`src/design/tlhl_ram.sv`:
```
// Generic single-write, single-read RAM with registered read data.
module tlhl_ram #(
    parameter int WIDTH = 8,
    parameter int DEPTH = 16
) (
    input  logic                     clk,
    input  logic                     we,
    input  logic [$clog2(DEPTH)-1:0] waddr,
    input  logic [WIDTH-1:0]         wdata,
    input  logic [$clog2(DEPTH)-1:0] raddr,
    output logic [WIDTH-1:0]         rdata
);

    logic [WIDTH-1:0] mem [DEPTH];

    always_ff @(posedge clk)
    begin
        if (we)
        begin
            mem[waddr] <= wdata;
        end
        rdata <= mem[raddr];
    end

endmodule

```
`config.mk`:
```
export PLATFORM = sky130hd
export DESIGN_NAME = tlhl_ram
export DESIGN_NICKNAME = d
export VERILOG_FILES = /design/src/design/tlhl_ram.sv
export SDC_FILE = /design/constraint.sdc
export NUM_CORES = 1
export LEC_CHECK = 0
export ABC_CLOCK_PERIOD_IN_PS = 2100
export BUFFER_PORTS_ARGS = -buffer_cell sky130_fd_sc_hd__clkbuf_2
export CORE_MARGIN = 2
export CORE_UTILIZATION = 60
export CTS_CLUSTER_SIZE = 30
export DETAILED_ROUTE_END_ITERATION = 10
export GPL_ROUTABILITY_DRIVEN = 0
export PLACE_DENSITY_LB_ADDON = 0.05
export SLEW_MARGIN = 40
export SYNTH_ARGS = -nofsm -noshare
export SYNTH_HDL_FRONTEND = slang
export SYNTH_SLANG_ARGS = --single-unit
```
`constraint.sdc`:
```
create_clock -name clk -period 2.1 [get_ports clk]
set_input_delay 0.105 -clock clk [delete_from_list [all_inputs] [get_ports clk]]
set_output_delay 0.105 -clock clk [all_outputs]
set_load 0.1 [all_outputs]
```
==> out/metrics.csv <==
stage,metric,value,unit
synthesis,synthTopCellsByArea,"edfxtp_1 75%, mux4_2 7.9%, mux4_1 7.1%",
final_layout,antenna_cells,0,
synthesis,synth_top_area_frac,0.747,
placed_design,place_area,0.00550,mm²
cts,clkSinkCount,136,
worst_setup_path,crit_chain,clkbuf_2,
die,core,0.00826,mm²
worst_setup_path,endpoint_kind,output pin,
placed_design,io_buffers,25,
cts,cts-root-buf,clkbuf_8,
synthesis,seq_area_frac_synth,0.778,
global_route,grt_overflow_total,0,
final_layout,postLayoutCellArea,0.00618,mm²
flow_run,cap_violations,0,
synthesis,yosysTopAreaCell,edfxtp_1,
power,p_leak,0.00215,µW
sta,worst_slew_pin_slew,0.664,ns
cts,cts_buffers,17,
synthesis,synth_warnings,0,
sta,final_max_slew_viol_count,0,
power,power.density,1100,mW/mm²
cts,ctsResizeCount,0,
global_route,grt_max_degree,17,
worst_setup_path,crit_slowest_cell,clkbuf_2,
synthesis,synth-seq-cells,136,
synthesis,synth_nets,247,
cts,postCtsSetupRepairBufs,0,
worst_setup_path,path_max_fanout,1,
cts,cts_hold_buf,1,
synthesis,netlist_area,0.00515,mm²
sta,fmaxAchievable,693,MHz
run_status,status,"finished, final reports clean",
detailed_routing,first_pass_iters,4,
final_layout,syn_to_final_growth,20.1,%
cts,htree_levels,4,
die,die_x,96.6,µm
synthesis,syn_avg_cell_area,22.5,µm²
synthesis,synthCells,229,
detailed_routing,vias_per_cell,6.11,
sta,hold_viol,0,
final_layout,fill_cells,468,
cts,clk_path_buf_depth,2,
min_path,worst_hold_path_type,in2reg,
sta,finalSetupTns,0,ns
die,die_area,0.00934,mm²
final_layout,nNetsFinal,303,
detailed_routing,vias,2461,
sta,fin_crit_sh,0.687,
die,start_util,0.623,
worst_setup_path,arrival,1.34,ns
die,row_count,33,
sta,period_needed,1.44,ns
worst_setup_path,rr_startpoint,mem[5][0]$_DFFE_PP_,
detailed_routing,route.detailed.drc,0,
cts,path_clk_slew,0.06,ns
sta,max_slew_margin,0.555,
die,chipHeight,96.6,µm
global_route,grt_pass1_wl,15.0,mm
min_path,hold_path.startpoint,wdata[5],
final_layout,final_common_cell,edfxtp_1,
detailed_routing,routed_wl,9.38,mm
worst_setup_path,critPathMaxStageDelay,0.47,ns
worst_setup_path,cp_top_family,buffers and inverters,
sta,final.setup_skew,0.00673,ns
worst_setup_path,crit_path_start,rdata[0]$_DFF_P_,
final_layout,mostFrequentLayoutCells,"128 x edfxtp_1, 25 x clkbuf_2, 19 x buf_4",
worst_setup_path,worstSetupPathType,reg2out,
cts,insertion_delay,0.52,ns
synthesis,ys_types,19,
global_route,track_usage,0.222,
final_layout,final_layout_size_suffix_gt1_frac,0.315,
global_route,grt_pass1_vias,2645,
placed_design,dp_hpwl,5.93,mm
worst_setup_path,start_kind,flop,
die,io_pins,26,
cts,cts_tree,built,
worst_setup_path,worst-endpoint-required,2.00,ns
power,vdd_drop_max,780,µV
global_route,antenna_found_initial,0,
sta,rsz0062_at_grt,no,
detailed_routing,wire_per_inst,23.3,µm
worst_setup_path,crit_buf_inv,1,
sta,setup_viol,0,
detailed_routing,drtIter0Drc,164,
detailed_routing,ant_nets,0,
==> logic make-up (layout without fill, tap and decap cells) <==
| group | count (synthesis) | after routing | synth area share |
|---|---|---|---|
| muxes | 32 | 32 | 0.150 |
| DFF | 136 | 136 | 0.778 |
| and+or+nand+nor | 35 | 35 | 0.0318 |
| AOI/OAI and AO/OA | 16 | 16 | 0.0233 |
| buffers and inverters | 10 | 79 | 0.0168 |
==> through the flow <==
| stage | total power [µW] | hold slack (ns) | std cells | util | setup slack, ns |
|---|---|---|---|---|---|
| 2_1_floorplan | 3390 | 0.204 | 229 | - | 0.502 |
| 3_3_place_gp | 3510 | 0.522 | 370 | 0.666 | 0.418 |
| 3_5_place_dp | 3520 | 0.536 | 370 | 0.666 | 0.418 |
| 4_1_cts | 6850 | 0.00444 | 403 | 0.748 | 0.640 |
| 5_1_grt | 6990 | 0.0375 | 403 | 0.748 | 0.605 |
| 6_report | 6800 | 0.00694 | 403 | 0.748 | 0.657 |
==> cell type report <==
type,count,area (µm²),share of cell area
clock buffers,19,422,0.0682
flip-flops and latches,136,4000,0.648
clock inverters,13,249,0.0403
multi-input cells,83,1060,0.171
well taps,105,131,0.0213
repair buffers,47,318,0.0514
==> worst paths after layout <==
check / to / slack, ns / cells after the start
worst max-delay path: rdata[0] / 0.66 / 1
worst min-delay path: mem[15][5]$_DFFE_PP_ / 0.007 / 1
worst max register to register: rdata[0]$_DFF_P_ / 0.71 / 3
worst min register to register: rdata[3]$_DFF_P_ / 0.67 / 3
==> per-layer routing <==
metal	wire, µm	track usage	vias up
li1	-	-	1091
met1	3840	0.311	1279
met2	4850	0.346	77
met3	539	0.0585	14
met4	152	0.0780	0
met5	0	0	-
==> cells in the mapped netlist <==
cell / number
edfxtp_1: 128
mux4_2: 18
a22oi_1: 16
mux4_1: 14
nor2_1: 13
nand2_1: 9
dfxtp_1: 8
nor3_1: 4
buf_2: 3
buf_6: 3
clkdlybuf4s25_2: 3
nand2b_1: 2
nand3b_1: 2
and2_1: 1
and2b_1: 1
buf_4: 1
nand3_1: 1
nor2b_1: 1
or3b_2: 1
==> sequential cells by signal, indices dropped and copies added, names as in the netlist <==
name   flops
mem      128
rdata      8
==> power breakdown <==
group,internal (µW),switching [µW],total [µW]
Clock,2280,1050,3340
Sequential,3040,17.6,3050
Combinational,125,283,408
Total,5440,1350,6800
Note: power is estimated with default switching activity, not from simulation.
