**config.mk**
```make
export PLATFORM = sky130hd
export DESIGN_NAME = tlhl_alu
export DESIGN_NICKNAME = d
export VERILOG_FILES = /design/src/design/tlhl_pkg.sv /design/src/design/tlhl_alu.sv
export SDC_FILE = /design/constraint.sdc
export NUM_CORES = 1
export LEC_CHECK = 0
export BUFFER_PORTS_ARGS = -buffer_cell sky130_fd_sc_hd__buf_4
export CAP_MARGIN = 25
export CELL_PAD_IN_SITES_DETAIL_PLACEMENT = 1
export CELL_PAD_IN_SITES_GLOBAL_PLACEMENT = 1
export CORE_MARGIN = 2
export CORE_UTILIZATION = 36
export DETAILED_ROUTE_END_ITERATION = 6
export GPL_TIMING_DRIVEN = 0
export MAX_ROUTING_LAYER = met4
export PLACE_DENSITY_LB_ADDON = 0.12
export SYNTH_ARGS = -nofsm -noshare
export SYNTH_HDL_FRONTEND = slang
export SYNTH_SLANG_ARGS = --single-unit
```
**constraint.sdc**
```tcl
create_clock -name vclk -period 2.2
set_clock_uncertainty 0.2 [all_clocks]
set_input_delay 0.11 -clock vclk [all_inputs]
set_output_delay 0.11 -clock vclk [all_outputs]
set_load 0.1 [all_outputs]
```
**src/design/tlhl_pkg.sv**
```systemverilog
// Shared types and constants for the tree LCA (heavy-light) block.
package tlhl_pkg;

    localparam int MAX_NODES_DEF = 1024;
    localparam int MAX_EDGES_DEF = 2048;
    localparam int NODE_W        = 10;
    localparam int DEPTH_W       = 10;
    localparam int ALU_W         = 18;

    localparam logic [1:0] OP_ADD_EDGE = 2'd0;
    localparam logic [1:0] OP_BUILD    = 2'd1;
    localparam logic [1:0] OP_QUERY    = 2'd2;
    localparam logic [1:0] OP_RESERVED = 2'd3;

    typedef struct packed {
        logic [1:0]        opcode;
        logic [NODE_W-1:0] node_a;
        logic [NODE_W-1:0] node_b;
    } in_item_t;

    typedef struct packed {
        logic [NODE_W-1:0] ancestor;
        logic              status;
    } out_item_t;

    typedef enum logic [1:0] {
        ALU_NOP,
        ALU_ADD,
        ALU_GT
    } alu_op_t;

    typedef struct packed {
        alu_op_t          op;
        logic [ALU_W-1:0] a;
        logic [ALU_W-1:0] b;
    } alu_req_t;

    typedef struct packed {
        logic [ALU_W-1:0] value;
        logic             flag;
    } alu_rsp_t;

endpackage

```
**src/design/tlhl_alu.sv**
```systemverilog
// Shared adder / magnitude comparator used by the add and compare steps of the sequencer.
module tlhl_alu (
    input  tlhl_pkg::alu_req_t req,
    output tlhl_pkg::alu_rsp_t rsp
);

    always_comb
    begin
        rsp = '0;
        unique case (req.op)
            tlhl_pkg::ALU_ADD: rsp.value = req.a + req.b;
            tlhl_pkg::ALU_GT:  rsp.flag  = (req.a > req.b);
            default:           rsp = '0;
        endcase
    end

endmodule

```
==> results.cfg, run 1 <==
[outcome]
haltStage = global routing (5_1_grt)
error = [ERROR DPL-0033] detailed placement checks failed during check placement.
status = stopped before the end

[timing]
endpoint_type = primary output
postGrtWorstEndpoint = rsp[18]

[logic_synthesis]
seq_area_frac_synth = 0
ys_types = 45
ys_warn_count = 0
synth_nets = 288
synth_area_mm2 = 0.001498
postSynthCellCount = 214
synth_area_per_cell_um2 = 6.999

[floorplan]
rows = 23
die_y_um = 68.50
io-pin-count = 57
initial_core_util = 0.3744
die_x_um = 68.50

[placed_design]
gp_congestion = 0.8252
place_hpwl_mm = 4.046
port_buffers = 57

[clocking]
cts_hold_buf = 0

[global_route]
grt_max_degree = 11
antenna_found_initial = 0
[kinds of logic after synthesis]
logic type               Yosys count  synth area share
AND/OR/NAND/NOR                   70            0.2398
buffers and inverters             39            0.1245
XOR/XNOR                           9           0.05263
AO/OA/AOI/OAI                     59            0.2707
adder cells (fa/ha/maj)           36            0.3058
multiplexers                       1          0.006684
[repair_timing]
item                       4_1_cts
buffers inserted                15
resized for setup               82
pin swaps                       17
setup endpoints to repair       13
[synth_stat cells (2+ instances only)]
cell type | n | area share
o31ai_1 | 2 | 0.010
nor4_1 | 3 | 0.013
nand4_1 | 4 | 0.017
o21ai_0 | 10 | 0.033
nor2_1 | 25 | 0.063
a211oi_1 | 6 | 0.030
nand2b_1 | 5 | 0.021
inv_1 | 31 | 0.078
o21bai_1 | 2 | 0.010
nand2_1 | 9 | 0.023
ha_1 | 35 | 0.29
nor3_1 | 4 | 0.013
nand3_1 | 4 | 0.013
or3_1 | 3 | 0.013
a21o_1 | 6 | 0.030
nor2b_1 | 7 | 0.029
buf_2 | 2 | 0.0067
a21oi_1 | 18 | 0.060
buf_6 | 5 | 0.038
xnor2_1 | 8 | 0.047
[per-stage QoR]
stage / cells / area, um2 / hold WS [ps] / setup WS (ps) / TNS, ps
floorplan: 214 / 1722 / 134.0 / -325.0 / -1265
global placement: 321 / 2212 / 395.7 / -494.1 / -3047
detailed placement: 322 / 2227 / 401.8 / -534.5 / -3329
CTS: 335 / 2695 / 357.0 / -229.2 / -684.5
==> run 2: changes to the inputs <==
- CELL_PAD_IN_SITES_DETAIL_PLACEMENT: 1 -> default
- CELL_PAD_IN_SITES_GLOBAL_PLACEMENT: 1 -> default
- CORE_UTILIZATION: 36 -> 35
- MAX_ROUTING_LAYER: met4 -> default
- PLACE_DENSITY_LB_ADDON: 0.12 -> 0.15
==> run 2 against run 1 <==
- area after synthesis unchanged
- the flow now finishes, with violations (setup timing)
- synthesized cell count unchanged
==> results.cfg, run 2 <==
[critical_path]
crit_required_ps = 1890
endpoint = rsp[18]
cp-startpoint = req[1]
worst_ep_arrival_time_ps = 2050
worstSetupStartpointType = input port
critPathKind = in -> out
cp-end-kind = output port
path_max_fanout = 4

[timing]
slew_violations = 0
worst_slew_pin_slew_ps = 1068
period_share = 1.072
finalSetupViolations = 7
timing.final.crit_period_ps = 2359
grt_setup_unrepaired = true
fmax_mhz = 423.9
fin_ws_ps = -158.9
hold_viol = 0
relSlewSlack = 0.2882

[global_route]
grt_max_degree = 11
grt_usage = 0.1919
antenna_found_initial = 0
grt_pass1_wl_mm = 8.004
overflow = 0
first_global_vias = 1787

[placed_design]
placed_cell_area_mm2 = 0.002212
gp_congestion = 0.8090
port_buffers = 57
place_hpwl_mm = 3.341

[logic_synthesis]
synth_area_per_cell_um2 = 6.999
synth.area.top_cells = ha_1 (29%), inv_1 (7.8%), nor2_1 (6.3%), a21oi_1 (6.0%), xnor2_1 (4.7%)
seq_area_frac_synth = 0
synth_nets = 288
synth_top_area_cell = ha_1
synth_area_mm2 = 0.001498
ys_top_cells_by_count = ha_1 (35), inv_1 (31), nor2_1 (25), a21oi_1 (18), o21ai_0 (10)
postSynthCellCount = 214
ys_types = 45
yosysTopAreaCellShare = 0.2924
ys_warn_count = 0
yosysMostFrequentCell = ha_1

[routing]
drt_pass1_iterations = 4
drt_iter0_drc = 91
via_per_inst = 5.301
detail_route.wirelength_mm = 4.903
drc = 0
ant_nets = 0
num_vias = 1850
wl_per_cell_um = 14.05

[pwr]
clkPwrFrac = 0
p_sw_uw = 571.6
seq_power_share = 0
intPower_uw = 431.0
pwr-share-comb = 1.000
swShare = 0.5701
p_total_mw = 1.003
leakagePower_nw = 1.325
max-vdd-ir-drop_v = 0.0001953
p_per_area_mw_per_mm2 = 333.1

[outcome]
violations = setup timing
status = finished with violations

[finish]
area_delta_synth_final_pct = 101.0
nClkBuffers = 0
nets = 375
multi_input_area_mm2 = 0.001906
stdcell_area_mm2 = 0.003010
final_cell_mix = buf_4 (64), ha_1 (23), inv_1 (20)
layout_commonest_cell = buf_4
fillers = 307
num_antenna_cells = 0
seq_cells = 0
seq_area_um2 = 0
drive_gt1_frac = 0.6087

[clocking]
cts_hold_buf = 0

[floorplan]
rows = 23
die_x_um = 69.42
initial_core_util = 0.3691
io-pin-count = 57
die_y_um = 69.42
core_mm2 = 0.004058
dieArea_mm2 = 0.004818

[job]
cap_violations = 0

[min_path]
hold_class = in -> out
hold_depth = 3
==> run 2: metal layers <==
| layer | routed length (um) | part of all wire | vias to the layer above | global-route usage |
|---|---|---|---|---|
| met1 | 2106 | 0.43 | 880 | 0.2598 |
| li1 | - | - | 922 | - |
| met3 | 184 | 0.038 | 0 | 0.004360 |
| met2 | 2613 | 0.53 | 48 | 0.3526 |
| met5 | 0 | 0 | - | 0 |
| met4 | 0 | 0 | 0 | 0.01307 |
==> run 2: how the worst min path moves through the flow <==
| stage | slack, ps | start | to |
|---|---|---|---|
| finish | 360 | req[36] | rsp[0] |
| global route | 370 | req[36] | rsp[0] |
| CTS | 360 | req[36] | rsp[0] |
| detailed placement | 400 | req[36] | rsp[0] |
| global placement | 400 | req[36] | rsp[0] |
| floorplan | 130 | req[36] | rsp[0] |
==> run 2: power groups by stage <==
stage | Clock, mW | Sequential, mW | Combinational [mW]
2_1_floorplan | 0 | 0 | 0.562
3_3_place_gp | 0 | 0 | 0.727
3_5_place_dp | 0 | 0 | 0.730
4_1_cts | 0 | 0 | 0.916
5_1_grt | 0 | 0 | 1.06
6_report | 0 | 0 | 1.00
==> run 2: cell families (layout without fill, tap and decap cells) <==
kind of cell	count (synthesis)	after routing	synth area share
buf+inv	39	124	0.1245
simple gates	70	70	0.2398
mux	1	1	0.006684
xor+xnor	9	9	0.05263
compound gates	59	59	0.2707
fa+ha+maj	36	36	0.3058
==> run 2: timing repair <==
action                                  4_1_cts  5_1_grt
buffers inserted                             17       11
resized for setup                            96       33
pin swaps                                    28       28
endpoints found under the setup margin       13       11
==> run 2: area by class of cell <==
type | instances | share of cell area
buffer | 8 | 0.02618
timing repair buffer | 85 | 0.2739
tap | 50 | 0.02078
multi-input combinational | 175 | 0.6330
inverter | 31 | 0.04613
==> run 2: stage by stage <==
stage	TNS (ps)	utilization	hold WS, ps	std cells	worst slack [ps]
finish	-734.8	0.7419	358.6	349	-158.9
floorplan	-1265	-	134.0	214	-325.0
global placement	-3204	0.5452	402.1	321	-445.4
CTS	-484.7	0.6879	359.5	338	-123.2
detailed placement	-3246	0.5452	404.7	321	-462.6
global route	-1295	0.7419	372.3	349	-204.0
==> run 2: worst max-delay path, cell delays in order <==
cell and delay [ps]:
buf_12 90, inv_12 30, ha_4 260, nor2b_4 50
o311ai_4 270, a311oi_4 200, o2bb2ai_4 180, or4_4 490
a31oi_4 170, buf_12 190
(Power assumes the default switching activity.)
==> run 3: changes to the inputs <==
==> constraint.sdc (replaced) <==
create_clock -name vclk -period 2.2
set_clock_uncertainty 0.2 [all_clocks]
set_input_delay 0.44 -clock vclk [all_inputs]
set_output_delay 0.44 -clock vclk [all_outputs]
set_load 0.1 [all_outputs]
==> run 3 against run 2 <==
- the flow still finishes with violations (setup timing)
- final area grew 8.0%
- total power rose by 11%
- combinational power increased by 11%
- via count increased by 4.4%
- core utilization grew 5.9 points
- worst hold slack gained 650 ps
- die area did not move
- largest power group unchanged
==> results.cfg, run 3 (synthesized netlist as in run 2, its figures left out) <==
[finish]
seq_area_um2 = 0
area_delta_synth_final_pct = 117.0
fillers = 247
nClkBuffers = 0
drive_gt1_frac = 0.6426
stdcell_area_mm2 = 0.003251
num_antenna_cells = 0
nets = 381
multi_input_area_mm2 = 0.002001
layout_commonest_cell = buf_4
final_cell_mix = buf_4 (59), inv_1 (21), ha_1 (20)
seq_cells = 0

[placed_design]
port_buffers = 57
placed_cell_area_mm2 = 0.002338
place_hpwl_mm = 3.454
gp_congestion = 0.7967
place_ws_ps = -1107

[timing]
worst_slew_pin_slew_ps = 485.2
fin_ws_ps = -861.2
hold-worst-slack_ps = 1013
slew_violations = 0
fmax_mhz = 326.7
finalSetupViolations = 17
grt_setup_unrepaired = true
relSlewSlack = 0.6735
timing.final.crit_period_ps = 3061
hold_viol = 0
period_share = 1.391

[routing]
detail_route.wirelength_mm = 5.790
drt_iter0_drc = 102
num_vias = 1932
drc = 0
wl_per_cell_um = 16.31
ant_nets = 0
via_per_inst = 5.442
drt_pass1_iterations = 4

[critical_path]
crit_required_ps = 1560
slowest_delay_ps = 490
path_max_fanout = 3
worst_ep_arrival_time_ps = 2420
crit_chain = buf_12 -> inv_12 -> ha_4 -> nor2b_4 -> o311ai_4 -> a311oi_4 -> o2bb2ai_2 -> or4_4 -> a31oi_4 -> buf_12
cp-end-kind = output port
critPathKind = in -> out
worstSetupStartpointType = input port
worst_path_max_delay_cell = or4_4
worst_path_most_repeated_cell = buf_12

[global_route]
antenna_found_initial = 0
grt_busiest_layer = met2
grt_pass1_wl_mm = 8.211
grt_max_degree = 11
grt_usage = 0.1983
first_global_vias = 1848
overflow = 0
grt.met1_usage = 0.2627
gr-usage-met2 = 0.3600
use_met3 = 0.01453

[pwr]
max-vdd-ir-drop_v = 0.0002337
p_total_mw = 1.109
leakagePower_nw = 1.410
p_per_area_mw_per_mm2 = 341.1

[floorplan]
dieArea_mm2 = 0.004818
die_x_um = 69.42
core_mm2 = 0.004058
io-pin-count = 57
rows = 23
initial_core_util = 0.3691
die_y_um = 69.42

[min_path]
hold_class = in -> out

[outcome]
violations = setup timing
status = finished with violations

[clocking]
cts_hold_buf = 0

[job]
cap_violations = 0
-- run 3: final cells by class --
class / count / share of cell area
multi-input combinational: 175 / 0.6155
timing repair buffer: 91 / 0.2983
inverter: 31 / 0.04273
buffer: 8 / 0.02425
tap: 50 / 0.01925
-- run 3: per-layer routing --
metal  share of wire  wire [um]  vias to the layer above
li1                -          -                      944
met1            0.43       2476                      917
met2            0.51       2924                       65
met3           0.049        283                        6
met4           0.018        105                        0
met5               0          0                        -
-- run 3: what timing repair did --
item                       4_1_cts  5_1_grt
buffers inserted                20       12
resized for setup              110       39
setup endpoints to repair       19       19
pin swaps                       37       37
cloned                           1        1
-- run 3: stage by stage --
| step | cells | utilization | setup TNS [ps] |
|---|---|---|---|
| after floorplan | 214 | - | -10190 |
| after global placement | 321 | 0.5763 | -12530 |
| after detailed placement | 321 | 0.5763 | -12670 |
| after CTS | 342 | 0.7308 | -9402 |
| after global routing | 355 | 0.8011 | -11480 |
| final | 355 | 0.8011 | -10780 |
-- run 3: final timing paths --
kind      end  cells past startpoint  startpoint  slack [ps]
min    rsp[0]                      3     req[36]        1010
max   rsp[18]                     10      req[1]        -860
-- run 3: critical path, delay by kind of cell --
family / cells / cell delay [ps]
AO/OA/AOI/OAI: 4 / 860
adder cells (fa/ha/maj): 1 / 260
buffers and inverters: 3 / 310
AND/OR/NAND/NOR: 2 / 530
-- run 3: report_power, final --
| group | internal (mW) | total [mW] | switching (mW) |
|---|---|---|---|
| sequential | 0 | 0 | 0 |
| combinational | 0.492 | 1.11 | 0.617 |
| clock | 0 | 0 | 0 |
| total | 0.492 | 1.11 | 0.617 |
==> run 4: changes to the inputs <==
- CORE_AREA: default -> 2 2 63 65
- CORE_MARGIN: 2 -> default
- CORE_UTILIZATION: 35 -> default
- DIE_AREA: default -> 0 0 65 67
==> run 4 against run 3 <==
- the flow still finishes with violations (setup timing)
- cell count increased by 0.85%
- count of clock-buffer cells in the layout unchanged
- non-clock buffer count up 5
- die area fell by 9.6%
- highest routed layer unchanged
- core utilization increased by 14 points
- first-iteration DRC count rose by 49%
- combinational power rose by 9%
- critical endpoint is now rsp[14]
- critical path depth is the same
- via count increased by 14%
- final area is 4.1% higher
==> results.cfg, run 4 (synthesized netlist as in run 2, its figures left out) <==
[timing]
hold-worst-slack_ps = 1028
fmax_mhz = 318.0
fin_ws_ps = -944.9
grt_setup_unrepaired = true
period_share = 1.430
finalSetupViolations = 17
worst_slew_pin_slew_ps = 607.4
relSlewSlack = 0.5913
hold_viol = 0
slew_violations = 0
timing.final.crit_period_ps = 3145

[pwr]
seq_power_share = 0
pwr-share-comb = 1.000
leakagePower_nw = 1.448
swShare = 0.5601
max-vdd-ir-drop_v = 0.0002383
p_per_area_mw_per_mm2 = 357.8
clkPwrFrac = 0
intPower_uw = 532.7
p_sw_uw = 678.3

[outcome]
violations = setup timing
status = finished with violations

[floorplan]
die_x_um = 65
initial_core_util = 0.4153
die_y_um = 67
dieArea_mm2 = 0.004355
rows = 22
core_mm2 = 0.003606
io-pin-count = 57

[critical_path]
worstSetupStartpointType = input port
worst_ep_arrival_time_ps = 2500
crit_required_ps = 1560
critPathKind = in -> out
cp-end-kind = output port
path_max_fanout = 4

[placed_design]
port_buffers = 57
gp_congestion = 0.8319
place_hpwl_mm = 3.370
place_ws_ps = -1112
dp.cells = 319

[global_route]
grt_pass1_wl_mm = 8.776
first_global_vias = 1969
grt_usage = 0.2523
antenna_found_initial = 0
grt_max_degree = 11
overflow = 0

[finish]
seq_area_um2 = 0
nClkBuffers = 0
area_delta_synth_final_pct = 126.0
nets = 386
seq_cells = 0
finalNonFillerCells = 358
final_cell_mix = buf_4 (55), buf_6 (27), ha_1 (19)
layout_commonest_cell = buf_4
fillers = 102
num_antenna_cells = 0
multi_input_area_mm2 = 0.002056
drive_gt1_frac = 0.6806

[routing]
drc = 0
detail_route.wirelength_mm = 8.033
ant_nets = 0
drt_pass1_iterations = 5
drt_iter0_drc = 152
via_per_inst = 6.165
wl_per_cell_um = 22.44
num_vias = 2207

[clocking]
cts_hold_buf = 0

[min_path]
hold_class = in -> out

[job]
cap_violations = 0
==> run 4: cell count changes in the layout (fill, tap and decap cells not counted), sizes merged <==
cell,delta
buf,+5
==> run 4: layout make-up <==
cell class / count / area share
tap: 48 / 0.01774
inverter: 31 / 0.04030
timing repair buffer: 96 / 0.3091
buffer: 8 / 0.02551
multi-input combinational: 175 / 0.6074
==> run 4: through the flow <==
| stage | TNS [ps] | total power, mW | cell area [um2] | utilization |
|---|---|---|---|---|
| 6_report | -11490 | 1.211 | 3385 | 0.9386 |
| 4_1_cts | -9412 | 1.002 | 3005 | 0.8334 |
| 5_1_grt | -12190 | 1.251 | 3385 | 0.9386 |
| 3_5_place_dp | -12610 | 0.7728 | 2336 | 0.6478 |
| 3_3_place_gp | -12440 | 0.7666 | 2336 | 0.6478 |
| 2_1_floorplan | -10190 | 0.6022 | 1848 | - |
==> run 4: path summary, 6_finish.rpt <==
path,from,to,cells past startpoint
worst max-delay path,req[7],rsp[14],10
worst min-delay path,req[36],rsp[0],3
==> run 4: per-layer routing <==
layer | global-route usage | routed length (um) | vias up
li1 | - | - | 953
met1 | 0.2988 | 3000 | 1067
met2 | 0.5064 | 4005 | 138
met3 | 0.01014 | 536 | 49
met4 | 0.03457 | 490 | 0
met5 | 0 | 0 | -
==> run 4: critical path, cell delays in order <==
cell and delay, ps:
buf_4 120, ha_1 230, nor2b_2 190, o211ai_1 260, o311a_4 280, o2bb2ai_4 100
buf_4 140, or3_4 350, a21oi_4 190, buf_12 190
==> run 4: power by group through the flow <==
stage	registers (mW)	logic [mW]	clock network [mW]
2_1_floorplan	0	0.602	0
3_3_place_gp	0	0.767	0
3_5_place_dp	0	0.773	0
4_1_cts	0	1.00	0
5_1_grt	0	1.25	0
6_report	0	1.21	0
==> run 4: timing repair <==
action / in CTS / in global routing
resized for setup: 113 / 58
setup buffers: 23 / 18
endpoints found under the setup margin: 19 / 19
pin swaps: 39 / 40
